[config.mk]
export PLATFORM = sky130hd
export DESIGN_NAME = nand_hamming_ecc_engine_flat
export DESIGN_NICKNAME = d
export VERILOG_FILES = /design/src/rtl/core/nhecc_pkg.sv /design/src/rtl/core/nhecc_if.sv /design/src/rtl/core/nhecc_front.sv /design/src/rtl/core/nhecc_queue.sv /design/src/rtl/core/nhecc_back.sv /design/src/rtl/core/nand_hamming_ecc_engine.sv /design/src/flat_wrapper.sv
export SDC_FILE = /design/constraint.sdc
export NUM_CORES = 1
export LEC_CHECK = 0
export BUFFER_PORTS_ARGS = -buffer_cell sky130_fd_sc_hd__buf_2
export CORE_MARGIN = 2
export CORE_UTILIZATION = 50
export DETAILED_ROUTE_END_ITERATION = 12
export PLACE_DENSITY = 0.68
export SLEW_MARGIN = 30
export SYNTH_ARGS = -nofsm -noshare
export SYNTH_HDL_FRONTEND = slang
export SYNTH_SLANG_ARGS = --single-unit
export TNS_END_PERCENT = 10
[constraint.sdc]
create_clock -name clk_i -period 11.2 [get_ports clk_i]
set_clock_uncertainty 0.05 [all_clocks]
set_input_delay 1.12 -clock clk_i [delete_from_list [all_inputs] [get_ports clk_i]]
set_output_delay 1.12 -clock clk_i [all_outputs]
set_load 0.005 [all_outputs]
[src/rtl/core/nhecc_pkg.sv]
// Shared types, constants and parity functions of the NAND Hamming ECC engine.
package nhecc_pkg;

  localparam int unsigned QueueDepthDef = 2;
  localparam int unsigned BeatW         = 13;
  localparam int unsigned LineW         = 12;
  localparam int unsigned EccW          = 16;
  localparam int unsigned ModeW         = 2;
  localparam int unsigned PageBase      = 512;
  localparam int unsigned LoadSlots     = 4;
  localparam logic [BeatW-1:0] BeatMax  = {BeatW{1'b1}};
  localparam logic [5:0] RecovBase      = 6'd12;

  typedef enum logic [1:0] {
    OP_BYTE  = 2'd0,
    OP_WORD  = 2'd1,
    OP_CLEAR = 2'd2,
    OP_NOP   = 2'd3
  } op_e;

  typedef enum logic [1:0] {
    ST_NONE  = 2'd0,
    ST_RECOV = 2'd1,
    ST_ECC   = 2'd2,
    ST_MULTI = 2'd3
  } status_e;

  // One classified request as it travels from the front to the back.
  typedef struct packed {
    op_e              op;
    logic [15:0]      data;
    logic [LineW-1:0] line;
    logic             in_page;
    logic             past_hit;
    logic [1:0]       past;
    logic [ModeW-1:0] mode;
  } cmd_t;

  typedef struct packed {
    logic full;
    logic empty;
  } q_stat_t;

  function automatic logic parity8(input logic [7:0] v);
    return ^v;
  endfunction

  function automatic logic [2:0] col_even(input logic [7:0] v);
    return {v[7] ^ v[6] ^ v[5] ^ v[4],
            v[7] ^ v[6] ^ v[3] ^ v[2],
            v[7] ^ v[5] ^ v[3] ^ v[1]};
  endfunction

  function automatic logic [2:0] col_odd(input logic [7:0] v);
    return {v[3] ^ v[2] ^ v[1] ^ v[0],
            v[5] ^ v[4] ^ v[1] ^ v[0],
            v[6] ^ v[4] ^ v[2] ^ v[0]};
  endfunction

  // Counts set bits nibble by nibble and sums the eight partial counts.
  function automatic logic [5:0] popcount32(input logic [31:0] v);
    logic [5:0] acc;
    logic [2:0] nib;
    acc = '0;
    for (int i = 0; i < 8; i++) begin
      nib = 3'(v[4*i]) + 3'(v[4*i+1]) + 3'(v[4*i+2]) + 3'(v[4*i+3]);
      acc = acc + 6'(nib);
    end
    return acc;
  endfunction

endpackage

[src/rtl/core/nhecc_if.sv]
// Handshake interfaces for the data, configuration and result channels.
interface nhecc_in_if;
  logic        valid;
  logic        ready;
  logic [1:0]  operation;
  logic [15:0] data;
  modport source (output valid, operation, data, input ready);
  modport sink   (input valid, operation, data, output ready);
endinterface

interface nhecc_cfg_if;
  logic       valid;
  logic       ready;
  logic [1:0] page_mode;
  modport source (output valid, page_mode, input ready);
  modport sink   (input valid, page_mode, output ready);
endinterface

interface nhecc_out_if;
  logic        valid;
  logic        ready;
  logic [1:0]  status;
  logic [15:0] parity_syndrome;
  logic [15:0] nparity_syndrome;
  modport source (output valid, status, parity_syndrome, nparity_syndrome, input ready);
  modport sink   (input valid, status, parity_syndrome, nparity_syndrome, output ready);
endinterface

[src/rtl/core/nhecc_front.sv]
// Front end: accepts requests, holds page mode and beat count, classifies each beat.
module nhecc_front (
  input  logic              clk_i,
  input  logic              rst_ni,
  nhecc_in_if.sink          in_i,
  nhecc_cfg_if.sink         cfg_i,
  input  nhecc_pkg::q_stat_t q_stat_i,
  output logic              push_o,
  output nhecc_pkg::cmd_t   cmd_o
);
  import nhecc_pkg::*;

  logic [BeatW-1:0] beat_count_q, beat_count_d;
  logic [ModeW-1:0] mode_q, mode_d;
  logic [BeatW-1:0] page_size;
  logic [BeatW-1:0] past_full;
  logic             in_page;
  op_e              op;

  assign in_i.ready  = !q_stat_i.full;
  assign cfg_i.ready = 1'b1;
  assign push_o      = in_i.valid && !q_stat_i.full;
  assign op          = op_e'(in_i.operation);

  assign page_size = BeatW'(PageBase) << mode_q;
  assign in_page   = beat_count_q < page_size;
  assign past_full = beat_count_q - page_size;

  always_comb begin
    cmd_o.op       = op;
    cmd_o.data     = in_i.data;
    cmd_o.line     = beat_count_q[LineW-1:0];
    cmd_o.in_page  = in_page;
    cmd_o.past_hit = !in_page && (past_full < BeatW'(LoadSlots));
    cmd_o.past     = past_full[1:0];
    cmd_o.mode     = mode_q;
  end

  always_comb begin
    beat_count_d = beat_count_q;
    mode_d       = mode_q;
    if (cfg_i.valid) begin
      mode_d = cfg_i.page_mode;
    end
    if (push_o) begin
      case (op)
        OP_BYTE, OP_WORD: begin
          if (beat_count_q != BeatMax) begin
            beat_count_d = beat_count_q + BeatW'(1);
          end
        end
        OP_CLEAR: beat_count_d = '0;
        default:  beat_count_d = beat_count_q;
      endcase
    end
  end

  always_ff @(posedge clk_i or negedge rst_ni) begin
    if (!rst_ni) begin
      beat_count_q <= '0;
      mode_q       <= '0;
    end else begin
      beat_count_q <= beat_count_d;
      mode_q       <= mode_d;
    end
  end

  a_clear_zeroes_count: assert property (@(posedge clk_i) disable iff (!rst_ni)
    (push_o && op == OP_CLEAR) |=> beat_count_q == '0)
    else $error("beat count not cleared");

  a_count_monotonic: assert property (@(posedge clk_i) disable iff (!rst_ni)
    !(push_o && op == OP_CLEAR) |=> beat_count_q >= $past(beat_count_q))
    else $error("beat count went backward without a clear");

endmodule

[src/rtl/core/nhecc_queue.sv]
// Small register queue of classified requests between front and back.
module nhecc_queue #(
  parameter int unsigned Depth = nhecc_pkg::QueueDepthDef
) (
  input  logic               clk_i,
  input  logic               rst_ni,
  input  logic               push_i,
  input  nhecc_pkg::cmd_t    cmd_i,
  input  logic               pop_i,
  output nhecc_pkg::cmd_t    cmd_o,
  output nhecc_pkg::q_stat_t stat_o
);
  import nhecc_pkg::*;

  localparam int unsigned IdxW = $clog2(Depth);
  localparam int unsigned CntW = $clog2(Depth + 1);
  localparam logic [IdxW-1:0] LastIdx = IdxW'(Depth - 1);

  cmd_t            entry_q [Depth];
  logic [IdxW-1:0] wr_ptr_q, wr_ptr_d;
  logic [IdxW-1:0] rd_ptr_q, rd_ptr_d;
  logic [CntW-1:0] count_q, count_d;

  assign stat_o.full  = count_q == CntW'(Depth);
  assign stat_o.empty = count_q == '0;
  assign cmd_o        = entry_q[rd_ptr_q];

  always_comb begin
    wr_ptr_d = wr_ptr_q;
    rd_ptr_d = rd_ptr_q;
    count_d  = count_q;
    if (push_i) begin
      wr_ptr_d = (wr_ptr_q == LastIdx) ? '0 : wr_ptr_q + IdxW'(1);
    end
    if (pop_i) begin
      rd_ptr_d = (rd_ptr_q == LastIdx) ? '0 : rd_ptr_q + IdxW'(1);
    end
    if (push_i && !pop_i) begin
      count_d = count_q + CntW'(1);
    end else if (pop_i && !push_i) begin
      count_d = count_q - CntW'(1);
    end
  end

  always_ff @(posedge clk_i or negedge rst_ni) begin
    if (!rst_ni) begin
      wr_ptr_q <= '0;
      rd_ptr_q <= '0;
      count_q  <= '0;
    end else begin
      wr_ptr_q <= wr_ptr_d;
      rd_ptr_q <= rd_ptr_d;
      count_q  <= count_d;
    end
  end

  always_ff @(posedge clk_i) begin
    if (push_i) begin
      entry_q[wr_ptr_q] <= cmd_i;
    end
  end

  a_no_overflow: assert property (@(posedge clk_i) disable iff (!rst_ni)
    push_i |-> !stat_o.full)
    else $error("push into a full queue");

  a_no_underflow: assert property (@(posedge clk_i) disable iff (!rst_ni)
    pop_i |-> !stat_o.empty)
    else $error("pop from an empty queue");

endmodule

[src/rtl/core/nhecc_back.sv]
// Back end: applies classified beats to the parity state and registers each result.
module nhecc_back (
  input  logic               clk_i,
  input  logic               rst_ni,
  input  nhecc_pkg::q_stat_t q_stat_i,
  input  nhecc_pkg::cmd_t    cmd_i,
  output logic               pop_o,
  nhecc_out_if.source        out_o
);
  import nhecc_pkg::*;

  logic [EccW-1:0] calc_p_q, calc_p_d;
  logic [EccW-1:0] calc_np_q, calc_np_d;
  logic [EccW-1:0] read_p_q, read_p_d;
  logic [EccW-1:0] read_np_q, read_np_d;
  logic            out_valid_q;
  status_e         status_q, status_d;
  logic [EccW-1:0] ps_q, nps_q, ps_d, nps_d;
  logic [7:0]      lo, hi;
  logic            p_lo, p_hi, line_hit;
  logic [LineW-1:0] line_mask;
  logic [5:0]      ones;

  assign pop_o = !q_stat_i.empty && (!out_valid_q || out_o.ready);

  assign lo   = cmd_i.data[7:0];
  assign hi   = cmd_i.data[15:8];
  assign p_lo = parity8(lo);
  assign p_hi = parity8(hi);
  assign line_hit  = (cmd_i.op == OP_BYTE) ? p_lo : (p_lo ^ p_hi);
  assign line_mask = {LineW{line_hit}};

  always_comb begin
    calc_p_d  = calc_p_q;
    calc_np_d = calc_np_q;
    read_p_d  = read_p_q;
    read_np_d = read_np_q;
    unique case (cmd_i.op)
      OP_BYTE: begin
        if (cmd_i.in_page) begin
          calc_p_d  = calc_p_q ^ {cmd_i.line & line_mask, 1'b0, col_even(lo)};
          calc_np_d = calc_np_q ^ {~cmd_i.line & line_mask, 1'b0, col_odd(lo)};
        end else if (cmd_i.past_hit) begin
          case (cmd_i.past)
            2'd0:    read_p_d  = {8'h00, lo};
            2'd1:    read_p_d  = {read_p_q[15:8] | lo, read_p_q[7:0]};
            2'd2:    read_np_d = {8'h00, lo};
            default: read_np_d = {read_np_q[15:8] | lo, read_np_q[7:0]};
          endcase
        end
      end
      OP_WORD: begin
        if (cmd_i.in_page) begin
          calc_p_d  = calc_p_q ^
                      {cmd_i.line & line_mask, p_hi, col_even(lo) ^ col_even(hi)};
          calc_np_d = calc_np_q ^
                      {~cmd_i.line & line_mask, p_lo, col_odd(lo) ^ col_odd(hi)};
        end else if (cmd_i.past_hit) begin
          case (cmd_i.past)
            2'd0:    read_p_d  = cmd_i.data;
            2'd1:    read_np_d = cmd_i.data;
            default: read_p_d  = read_p_q;
          endcase
        end
      end
      OP_CLEAR: begin
        calc_p_d  = '0;
        calc_np_d = '0;
        read_p_d  = '0;
        read_np_d = '0;
      end
      OP_NOP: begin
        calc_p_d = calc_p_q;
      end
    endcase
  end

  assign ps_d  = calc_p_d ^ read_p_d;
  assign nps_d = calc_np_d ^ read_np_d;
  assign ones  = popcount32({nps_d, ps_d});

  always_comb begin
    if (ones == '0) begin
      status_d = ST_NONE;
    end else if (ones == 6'd1) begin
      status_d = ST_ECC;
    end else if (ones == RecovBase + 6'(cmd_i.mode)) begin
      status_d = ST_RECOV;
    end else begin
      status_d = ST_MULTI;
    end
  end

  always_ff @(posedge clk_i or negedge rst_ni) begin
    if (!rst_ni) begin
      calc_p_q    <= '0;
      calc_np_q   <= '0;
      read_p_q    <= '0;
      read_np_q   <= '0;
      out_valid_q <= 1'b0;
    end else begin
      if (pop_o) begin
        calc_p_q  <= calc_p_d;
        calc_np_q <= calc_np_d;
        read_p_q  <= read_p_d;
        read_np_q <= read_np_d;
      end
      if (pop_o) begin
        out_valid_q <= 1'b1;
      end else if (out_o.ready) begin
        out_valid_q <= 1'b0;
      end
    end
  end

  always_ff @(posedge clk_i) begin
    if (pop_o) begin
      status_q <= status_d;
      ps_q     <= ps_d;
      nps_q    <= nps_d;
    end
  end

  assign out_o.valid            = out_valid_q;
  assign out_o.status           = status_q;
  assign out_o.parity_syndrome  = ps_q;
  assign out_o.nparity_syndrome = nps_q;

  a_none_means_clean: assert property (@(posedge clk_i) disable iff (!rst_ni)
    (out_valid_q && status_q == ST_NONE) |-> (ps_q == '0 && nps_q == '0))
    else $error("status none with a nonzero syndrome");

  a_clear_gives_none: assert property (@(posedge clk_i) disable iff (!rst_ni)
    (pop_o && cmd_i.op == OP_CLEAR) |=> (out_valid_q && status_q == ST_NONE))
    else $error("clear did not report a clean status");

endmodule

[src/rtl/core/nand_hamming_ecc_engine.sv]
// Top level of the NAND flash Hamming ECC generator and checker.
//
//   Channel   Modport   Payload                                       Request moves
//   in_i      sink      operation[1:0], data[15:0]                    one beat, a clear or a no-op
//   cfg_i     sink      page_mode[1:0]                                one page size select
//   out_o     source    status[1:0], parity_syndrome[15:0],           one result per
//                       nparity_syndrome[15:0]                        input request
//
// One request per cycle enters the request queue while in_i.ready is high;
// one result per cycle leaves the result register while out_o.ready is high.
// A stalled result register stops the back end; the front keeps taking requests
// until the two-entry queue fills, at which point in_i.ready drops.
// Reset (rst_ni low, asynchronous) sets page mode to 512-beat pages and clears
// the beat count and all parity words; cfg_i is always ready.
module nand_hamming_ecc_engine #(
  parameter int unsigned QueueDepth = nhecc_pkg::QueueDepthDef
) (
  input  logic        clk_i,
  input  logic        rst_ni,
  nhecc_in_if.sink    in_i,
  nhecc_cfg_if.sink   cfg_i,
  nhecc_out_if.source out_o
);
  import nhecc_pkg::*;

  // The front owns the page mode and the beat counter, so each beat is tagged
  // with its in-page or past-page position at the moment it is accepted.
  logic    push;
  logic    pop;
  cmd_t    front_cmd;
  cmd_t    back_cmd;
  q_stat_t q_stat;

  nhecc_front u_front (
    .clk_i    (clk_i),
    .rst_ni   (rst_ni),
    .in_i     (in_i),
    .cfg_i    (cfg_i),
    .q_stat_i (q_stat),
    .push_o   (push),
    .cmd_o    (front_cmd)
  );

  // The queue decouples classification from the parity update, so a stalled
  // consumer does not immediately stall the flash bus side.
  nhecc_queue #(
    .Depth (QueueDepth)
  ) u_queue (
    .clk_i  (clk_i),
    .rst_ni (rst_ni),
    .push_i (push),
    .cmd_i  (front_cmd),
    .pop_i  (pop),
    .cmd_o  (back_cmd),
    .stat_o (q_stat)
  );

  // The back folds the beat into the parity words, captures stored ECC words,
  // and classifies the 32-bit syndrome into the registered result.
  nhecc_back u_back (
    .clk_i    (clk_i),
    .rst_ni   (rst_ni),
    .q_stat_i (q_stat),
    .cmd_i    (back_cmd),
    .pop_o    (pop),
    .out_o    (out_o)
  );

endmodule

[src/flat_wrapper.sv]
// flat-port wrapper written by rule: the top's interface ports become plain ports
module nand_hamming_ecc_engine_flat import nhecc_pkg::*;
#(
  parameter int unsigned QueueDepth = nhecc_pkg::QueueDepthDef
)
  (clk_i, rst_ni, in_i_valid, in_i_operation, in_i_data, in_i_ready, cfg_i_valid, cfg_i_page_mode, cfg_i_ready, out_o_valid, out_o_status, out_o_parity_syndrome, out_o_nparity_syndrome, out_o_ready);
  nhecc_in_if in_i_i ();
  nhecc_cfg_if cfg_i_i ();
  nhecc_out_if out_o_i ();
  input  logic clk_i;
  input  logic rst_ni;
  input wire logic [$bits(in_i_i.valid)-1:0] in_i_valid;
  input wire logic [$bits(in_i_i.operation)-1:0] in_i_operation;
  input wire logic [$bits(in_i_i.data)-1:0] in_i_data;
  output wire logic [$bits(in_i_i.ready)-1:0] in_i_ready;
  input wire logic [$bits(cfg_i_i.valid)-1:0] cfg_i_valid;
  input wire logic [$bits(cfg_i_i.page_mode)-1:0] cfg_i_page_mode;
  output wire logic [$bits(cfg_i_i.ready)-1:0] cfg_i_ready;
  output wire logic [$bits(out_o_i.valid)-1:0] out_o_valid;
  output wire logic [$bits(out_o_i.status)-1:0] out_o_status;
  output wire logic [$bits(out_o_i.parity_syndrome)-1:0] out_o_parity_syndrome;
  output wire logic [$bits(out_o_i.nparity_syndrome)-1:0] out_o_nparity_syndrome;
  input wire logic [$bits(out_o_i.ready)-1:0] out_o_ready;
  assign in_i_i.valid = in_i_valid;
  assign in_i_i.operation = in_i_operation;
  assign in_i_i.data = in_i_data;
  assign in_i_ready = in_i_i.ready;
  assign cfg_i_i.valid = cfg_i_valid;
  assign cfg_i_i.page_mode = cfg_i_page_mode;
  assign cfg_i_ready = cfg_i_i.ready;
  assign out_o_valid = out_o_i.valid;
  assign out_o_status = out_o_i.status;
  assign out_o_parity_syndrome = out_o_i.parity_syndrome;
  assign out_o_nparity_syndrome = out_o_i.nparity_syndrome;
  assign out_o_i.ready = out_o_ready;
  nand_hamming_ecc_engine #(.QueueDepth(QueueDepth)) u_core (.clk_i(clk_i), .rst_ni(rst_ni), .in_i(in_i_i), .cfg_i(cfg_i_i), .out_o(out_o_i));
endmodule
Word-level counts from Yosys, hierarchy flattened
Memory sizes are Yosys's and may differ from the RTL's.
Cells that the tools add are included.
- muxes and demuxes: 33
- shift operators: 1
- add/subtract/negate cells: 38
- $lt $le $gt $ge: 2
- eq/ne operators: 12
- bitwise operators: 48
- reductions and logical operators: 26
- operators by type and width (cell ; count):
    16-bit two-way mux ; 14
    16-bit one-hot mux with 3 select lines ; 3
    16-bit bitwise XOR ; 6
    16-bit one-hot mux with 2 select lines ; 2
    16-bit one-hot mux with 4 select lines ; 1
    1-bit bitwise XOR ; 35
    13-bit one-hot mux with 2 select lines ; 1
    2-bit by 1-bit adder with 3-bit output ; 8
    3-bit by 1-bit adder with 3-bit output ; 8
    6-bit by 3-bit adder with 6-bit output ; 4
    12-bit bitwise AND ; 2
    1-bit by 1-bit adder with 2-bit output ; 8
    8-bit bitwise OR ; 2
    8-bit XOR reduction ; 2
    13-bit by 1-bit adder with 13-bit output (second input constant) ; 1
    13-bit less-than comparator ; 1
    13-bit by 3-bit less-than comparator with 1-bit output (second input constant) ; 1
    13-bit two-way mux ; 1
    13-bit != test (second input constant) ; 1
    10-bit by 2-bit left shift with 13-bit output (first input constant) ; 1
    13-bit subtractor ; 1
    12-bit NOT ; 1
    2-bit == test (second input constant) ; 5
    2-bit logical NOT ; 4
    21 further kinds ; 47
- register bits after elaboration: 118
- memory bits (writable): 72
- output and inout bits: 37
- logic and storage cells: 175
- input port bits: 25
- memories: 1
- memory list (memory ; words ; width ; rd ports ; clocked after Yosys merged registers in ; write ports ; line ; source):
    u_core.u_queue.entry_q ; 2 ; 36 ; 1 ; 0 ; 1 ; nhecc_queue.sv:19 ; cmd_t entry_q [Depth];

Longest topological paths before layout
An unclocked memory read counts as a cell.
- word-level depth: 22
- gate-level depth with buffers: 30
- depth with buffers taken out: 27

By module
From an unflattened synthesis, not the netlist that was laid out.
- cells, all modules: 1039
- area total of the unflattened synthesis: 11354.6 µm²
- modules (own cells, without submodules) (module ; times used ; sequential area each (µm²) ; cells an instance ; area an instance (µm²)):
    nhecc_back ; 1 ; 2647.5 ; 759 ; 7140.6
    nhecc_queue ; 1 ; 2262.2 ; 128 ; 2934.1
    nhecc_front ; 1 ; 375.4 ; 152 ; 1280.0

Worst setup path before layout
No wires, ideal clock.
- kind: reg2reg
- start point: memory u_core.u_queue.entry_q[1][29] in the netlist's numbering
- end point: register u_core.u_back.status_q[1] (netlist: u_core.u_back.out_o.status[1]) (data pin)
- period minus slack after synthesis: 6.988 ns
- path buffers: 0
- data required time: 10.893 ns
- library setup time: 0.257 ns
- cell stages (with the launch flop): 24
- arrival: 6.681 ns
- setup slack: 4.212 ns
- path through: edfxtp_1 -> xor2_1 -> mux2i_1 -> xnor2_2 -> xor2_2 -> a21oi_2 -> nor4_1 -> mux2_2 -> xnor2_1 -> fa_1 -> fa_1 -> fa_1 -> fa_1 -> fa_1 -> inv_1 -> fa_1 -> ha_1 -> inv_1 -> fa_1 -> xor2_1 -> nor3b_1 -> a21oi_1 -> o2bb2ai_1 -> nand2_1
- cells in the longest elaborated chain, start to end: 22
- elaborated cells on any way between the ends: 70
- those cells by class: add/sub (30); eq/ne (2); mux (17); bitwise (18); reduce/logical (2); memory (1)
- ends and longest elaborated chain (item ; line ; source):
    start: declaration ; nhecc_queue.sv:19 ;
    memory read 2 x 36 bit * ; n/a ;
    8-bit XOR reduction ; nhecc_pkg.sv:45 ; return ^v;
    1-bit bitwise XOR ; nhecc_back.sv:30 ; assign line_hit = (cmd_i.op == OP_BYTE) ? p_lo : (p_lo ^ p_hi);
    1-bit two-way mux ; nhecc_back.sv:30 ;
    12-bit bitwise AND ; nhecc_back.sv:41, nhecc_back.sv:55 ;
    16-bit bitwise XOR (on tied branches) ; nhecc_back.sv:54, nhecc_back.sv:41 ;
    16-bit two-way mux (on tied branches) ; nhecc_back.sv:53, nhecc_back.sv:40 ;
    16-bit one-hot mux with 4 select lines ; nhecc_back.sv:38 ; unique case (cmd_i.op)
    [... 4 more ...] ; n/a ;
    3-bit by 3-bit adder with 4-bit output ; nhecc_pkg.sv:67 ; acc = acc + 6'(nib);
    4-bit by 3-bit adder with 5-bit output ; nhecc_pkg.sv:67 ;
    5-bit by 3-bit adder with 6-bit output ; nhecc_pkg.sv:67 ;
    6-bit by 3-bit adder with 6-bit output (3 in a row) ; nhecc_pkg.sv:67 ;
    6-bit by 3-bit adder with 6-bit output * ; nhecc_pkg.sv:67 ;
    6-bit by 5-bit == test with 1-bit output ; nhecc_back.sv:87 ; end else if (ones == RecovBase + 6'(cmd_i.mode)) begin
    2-bit two-way mux ; nhecc_back.sv:87 ;
    2-bit two-way mux ; nhecc_back.sv:85 ; end else if (ones == 6'd1) begin
    end signal: assignment ; nhecc_back.sv:118 ; status_q <= status_d;
    end: declaration ; nhecc_back.sv:17 ; status_e status_q, status_d;
Every way passes the cells marked *; elsewhere a longest branch is shown, timed or not.
A chain may end at the register's enable or synchronous reset.

Final worst setup path
- start point: register u_core.u_queue.rd_ptr_q
- end point: register u_core.u_back.status_q[1] (netlist: u_core.u_back.out_o.status[1]) (data pin)
- cells in the longest elaborated chain, start to end: 22
- elaborated cells on any way between the ends: 117
- those cells by class: add/sub (32); eq/ne (7); mux (23); bitwise (48); reduce/logical (6); memory (1)
- ends and longest elaborated chain (item ; line ; source):
    start: declaration ; nhecc_queue.sv:21 ; logic [IdxW-1:0] rd_ptr_q, rd_ptr_d;
    start signal: assignment ; nhecc_queue.sv:52 ; rd_ptr_q <= rd_ptr_d;
    memory read 2 x 36 bit * ; n/a ;
    8-bit XOR reduction (tied with other cells) ; nhecc_pkg.sv:45 ;
    1-bit bitwise XOR (on tied branches) ; nhecc_back.sv:30, nhecc_pkg.sv:50, nhecc_pkg.sv:51 ;
    1-bit two-way mux (tied with other cells) ; nhecc_back.sv:30 ;
    12-bit bitwise AND or 3-bit bitwise XOR (tied branches) ; nhecc_back.sv:41, nhecc_back.sv:55 ;
    16-bit bitwise XOR (on tied branches) ; nhecc_back.sv:54, nhecc_back.sv:41 ;
    16-bit two-way mux (on tied branches) ; nhecc_back.sv:53, nhecc_back.sv:40 ;
    16-bit one-hot mux with 4 select lines ; nhecc_back.sv:38 ;
    [... 3 more ...] ; n/a ;
    3-bit by 1-bit adder with 3-bit output ; nhecc_pkg.sv:66 ; nib = 3'(v[4*i]) + 3'(v[4*i+1]) + 3'(v[4*i+2]) + 3'(v[4*i+3]);
    3-bit by 3-bit adder with 4-bit output ; nhecc_pkg.sv:67 ;
    4-bit by 3-bit adder with 5-bit output ; nhecc_pkg.sv:67 ;
    5-bit by 3-bit adder with 6-bit output ; nhecc_pkg.sv:67 ;
    6-bit by 3-bit adder with 6-bit output (4 in a row) ; nhecc_pkg.sv:67 ;
    6-bit by 5-bit == test with 1-bit output ; nhecc_back.sv:87 ;
    2-bit two-way mux ; nhecc_back.sv:87 ;
    2-bit two-way mux ; nhecc_back.sv:85 ;
Marked as above.

==> results_tabular.tex <==
\begin{tabular}{lr}
\hline
Metric & Value \\
\hline
\multicolumn{2}{l}{\textbf{Outcome}} \\
Result of the run & finished clean \\
\multicolumn{2}{l}{\textbf{Synthesis}} \\
Asr flop ratio synth & 45.2\% \\
Post-synth top cells & 108 x nand2\_1, 102 x edfxtp\_1, 84 x dfrtp\_1 \\
Top FF cell, synth & edfxtp\_1 \\
Most frequent cell after synthesis & nand2\_1 \\
Library cell occupying the most area in the post-synthesis netlist & edfxtp\_1 \\
Average instance area after synthesis & 11.2 µm² \\
Share of synthesized area occupied by flip-flops and latches & 47.7\% \\
Synthesis-stage register bit count & 186 \\
Cells taking the most area after synthesis & edfxtp\_1 28\%, dfrtp\_1 19\%, mux2i\_1 7.0\%, xor2\_1 5.7\%, xnor2\_1 4.4\% \\
Synthesized instance count & roughly 970 \\
Syn\_nets & 1031 \\
Warnings, synthesis & 0 \\
Fraction of post-synthesis cell area in the top cell type by area & 28.3\% \\
Count of distinct cell types in the synthesized netlist & 66 \\
Post-synthesis instance area & $\sim$11000 µm² \\
Number of flops mapped to enable cells by yosys & 102 \\
\multicolumn{2}{l}{\textbf{Route}} \\
Number of iterations in the first detailed-routing pass & 8 \\
Post-route DRC violation count & 0 \\
Number of design-rule violations left by the first detailed-router iteration & 742 \\
Via-to-Cell Ratio & 5.88 \\
DRT antenna net count & 0 \\
Routed vias & 7663 \\
Detailed Route WL & roughly 26000 µm \\
Post-detailed-route wirelength per cell & $\sim$20 µm \\
\multicolumn{2}{l}{\textbf{Final layout}} \\
Final Instance Area & roughly 12000 µm² \\
P\&R area growth vs syn & 10.8\% \\
Share of cells above drive strength 1 & between 10\% and 20\% \\
Multi-input logic area & 5370 µm² \\
Ant. Diodes & 0 \\
Fill count & around 1800 \\
Area used by sequential logic in the layout & 5170 µm² \\
Final nets & 1077 \\
\multicolumn{2}{l}{\textbf{Setup path}} \\
Startpoint type of the worst setup path & flop \\
Kind of end point of the critical path & flop \\
Crit Path Class & reg -> reg \\
Worst Path Max Fanout & 50 \\
Data arrival time of the critical path & about 8.4 ns \\
Required @ worst endpoint & 11.35 ns \\
\multicolumn{2}{l}{\textbf{Timing}} \\
Minimum clock period & 8.28 ns \\
Number of setup violations in the final report & 0 \\
Measured slew at the worst slew-check pin & 0.955 ns \\
Fraction of the cycle the final worst path needs & 74.0\% \\
Worst slew margin & 36.3\% \\
Final Hold Vio Count & 0 \\
WHS & 0.431 ns \\
Setup TNS Final & 0 ns \\
Setup repair after global routing missed its margin & false \\
Final count of pins violating max slew & 0 \\
Peak clock frequency supported by timing & 121 MHz \\
\multicolumn{2}{l}{\textbf{Global routing}} \\
First-pass GRT wire length & 40400 µm \\
Global-route usage over all layers & a little under a quarter \\
Number of global-route vias before repair & 7153 \\
Antenna violations before repair & 1 \\
Total congestion overflow after global routing & 0 \\
Pin count of the biggest net entering global routing & 68 \\
\multicolumn{2}{l}{\textbf{Place}} \\
DPL Wire Length & 18800 µm \\
Area post-placement & 11400 µm² \\
Input/output buffers & 60 \\
Routability Congestion & slightly below 1 \\
\multicolumn{2}{l}{\textbf{Floorplanning}} \\
Die boundary width & 151 µm \\
I/O pin count & 62 \\
Area of the die & 22800 µm² \\
Effective utilization at floorplan & 51.2\% \\
Height of the die & 151 µm \\
Count of standard-cell rows & 53 \\
Std-Cell Core Area & 21200 µm² \\
\multicolumn{2}{l}{\textbf{Clock tree}} \\
Total number of H-tree levels & 4 \\
Number of instances resized during post-cts repair & 0 \\
Clock transition time at the flip-flop clock pins of the worst setup and hold paths & 0.07 ns \\
Num CTS Buffers & 17 \\
Insertion delay of the later-clocked pin in the worst-skew pair & 0.44 ns \\
Total number of clock tree sinks & 186 \\
Cell chosen for the clock root & clkbuf\_16 \\
Buffers from clock root to sink, at most & 2 \\
Hold buffer count at CTS & 0 \\
Buffer count from post-CTS setup fixing & 0 \\
Clock tree from TritonCTS & yes \\
\multicolumn{2}{l}{\textbf{Hold path}} \\
Class of the tightest hold or removal check & reg -> reg \\
\multicolumn{2}{l}{\textbf{Job}} \\
Max-Cap Viols & 0 \\
\hline
\end{tabular}
## path summary, 6_finish.rpt
path | endpoint | cells after the start | from | slack, ns
setup / recovery | u_core.u_back.out_o.status[1]$_SDFFCE_PN0P_ | 22 | u_core.u_queue.rd_ptr_q$_DFFE_PN0P_ | 2.92
hold / removal | u_core.u_back.read_p_q[15]$_DFFE_PN0P_ | 2 | u_core.u_back.read_p_q[15]$_DFFE_PN0P_ | 0.43
setup reg to reg | u_core.u_back.out_o.status[1]$_SDFFCE_PN0P_ | 22 | u_core.u_queue.rd_ptr_q$_DFFE_PN0P_ | 2.92
hold reg to reg | u_core.u_back.read_p_q[15]$_DFFE_PN0P_ | 2 | u_core.u_back.read_p_q[15]$_DFFE_PN0P_ | 0.43
max in group asynchronous | u_core.u_back.calc_np_q[2]$_DFFE_PN0P_ | 2 | rst_ni | 9.66
min in group asynchronous | u_core.u_front.beat_count_q[8]$_DFFE_PN0P_ | 1 | rst_ni | 0.51
## through the flow
| step | worst slack [ns] | std cells | utilization, % |
|---|---|---|---|
| 2_1_floorplan | 4.21 | 969 | - |
| 6_report | 2.92 | 1303 | 56.7 |
| 5_1_grt | 2.37 | 1303 | 56.7 |
| 3_3_place_gp | 3.07 | 1271 | 53.8 |
| 3_5_place_dp | 2.92 | 1271 | 53.8 |
| 4_1_cts | 2.88 | 1303 | 56.7 |
## layout make-up
type / instances / share of cell area, %
clock buffers: 21 / 3.93
clock inverters: 11 / 1.11
inverters: 28 / 0.876
multi-input cells: 710 / 44.8
flip-flops and latches: 186 / 43.1
well taps: 275 / 2.87
repair buffers: 72 / 3.31
## critical path: stages (launching register included)
cell and delay [ns]:
dfrtp_4 0.72, buf_4 0.60, mux2i_1 0.45, nand4_1 0.55, and2_1 0.54, nand2_1 0.13
o221ai_1 0.19, xnor2_1 0.29, fa_1 0.50, fa_1 0.43, fa_1 0.56, fa_1 0.43
fa_1 0.53, fa_1 0.61, inv_1 0.06, ha_1 0.30, a21oi_1 0.20, o21bai_1 0.10
xor2_1 0.17, nor3b_1 0.28, a21oi_1 0.11, o2bb2ai_1 0.16, nand2_1 0.06
## layout by cell type (no fill, tap or decap), types with 18 or more instances in the layout
cell type  instances
a21oi_1           41
a31oi_1           23
buf_2             59
clkbuf_16         18
dfrtp_1           83
edfxtp_1         102
fa_1              24
inv_1             26
mux2_2            22
mux2i_1           75
nand2_1          108
nand2b_1          23
nor2_1            33
o211ai_1          23
o21ai_0           43
xnor2_1           55
xor2_1            71
## layer usage
metal | share of wire [%] | vias up | track usage, %
met5 | 0 | - | 0
met4 | 2.6 | 0 | 8.08
met3 | 7.3 | 39 | 5.03
met2 | 45 | 272 | 36.3
met1 | 45 | 3752 | 33.8
li1 | - | 3600 | -
## state kept, by name (all words and copies together), names as in the netlist
| register | cells |
|---|---|
| u_core.u_queue.rd_ptr_q | 1 |
| u_core.u_back.calc_np_q | 16 |
| u_core.u_queue.entry_q | 68 |
| u_core.u_back.out_o.valid | 1 |
| u_core.u_back.read_p_q | 16 |
| u_core.u_queue.count_q | 2 |
| u_core.u_front.beat_count_q | 13 |
| u_core.u_back.read_np_q | 16 |
| u_core.u_back.calc_p_q | 16 |
| u_core.u_queue.wr_ptr_q | 1 |
| u_core.u_back.out_o.parity_syndrome | 16 |
| u_core.u_back.out_o.nparity_syndrome | 16 |
| u_core.u_front.mode_q | 2 |
| u_core.u_back.out_o.status | 2 |
## logic make-up (layout without fill, tap and decap cells)
| group | count (synthesis) | after routing | share of synthesized area (%) |
|---|---|---|---|
| simple gates | 229 | 229 | 9.99 |
| compound gates | 211 | 211 | 12.8 |
| flops | 186 | 186 | 47.7 |
| xor+xnor | 131 | 131 | 10.9 |
| mux | 101 | 101 | 9.67 |
| buf+inv | 73 | 132 | 2.90 |
| fa+ha+maj | 37 | 37 | 5.94 |
| other cells | 1 | 1 | 0.0346 |
Power is left out: the tool's default activity adds up to more than one toggle a clock period on the data nets, which glitch-free logic cannot reach.
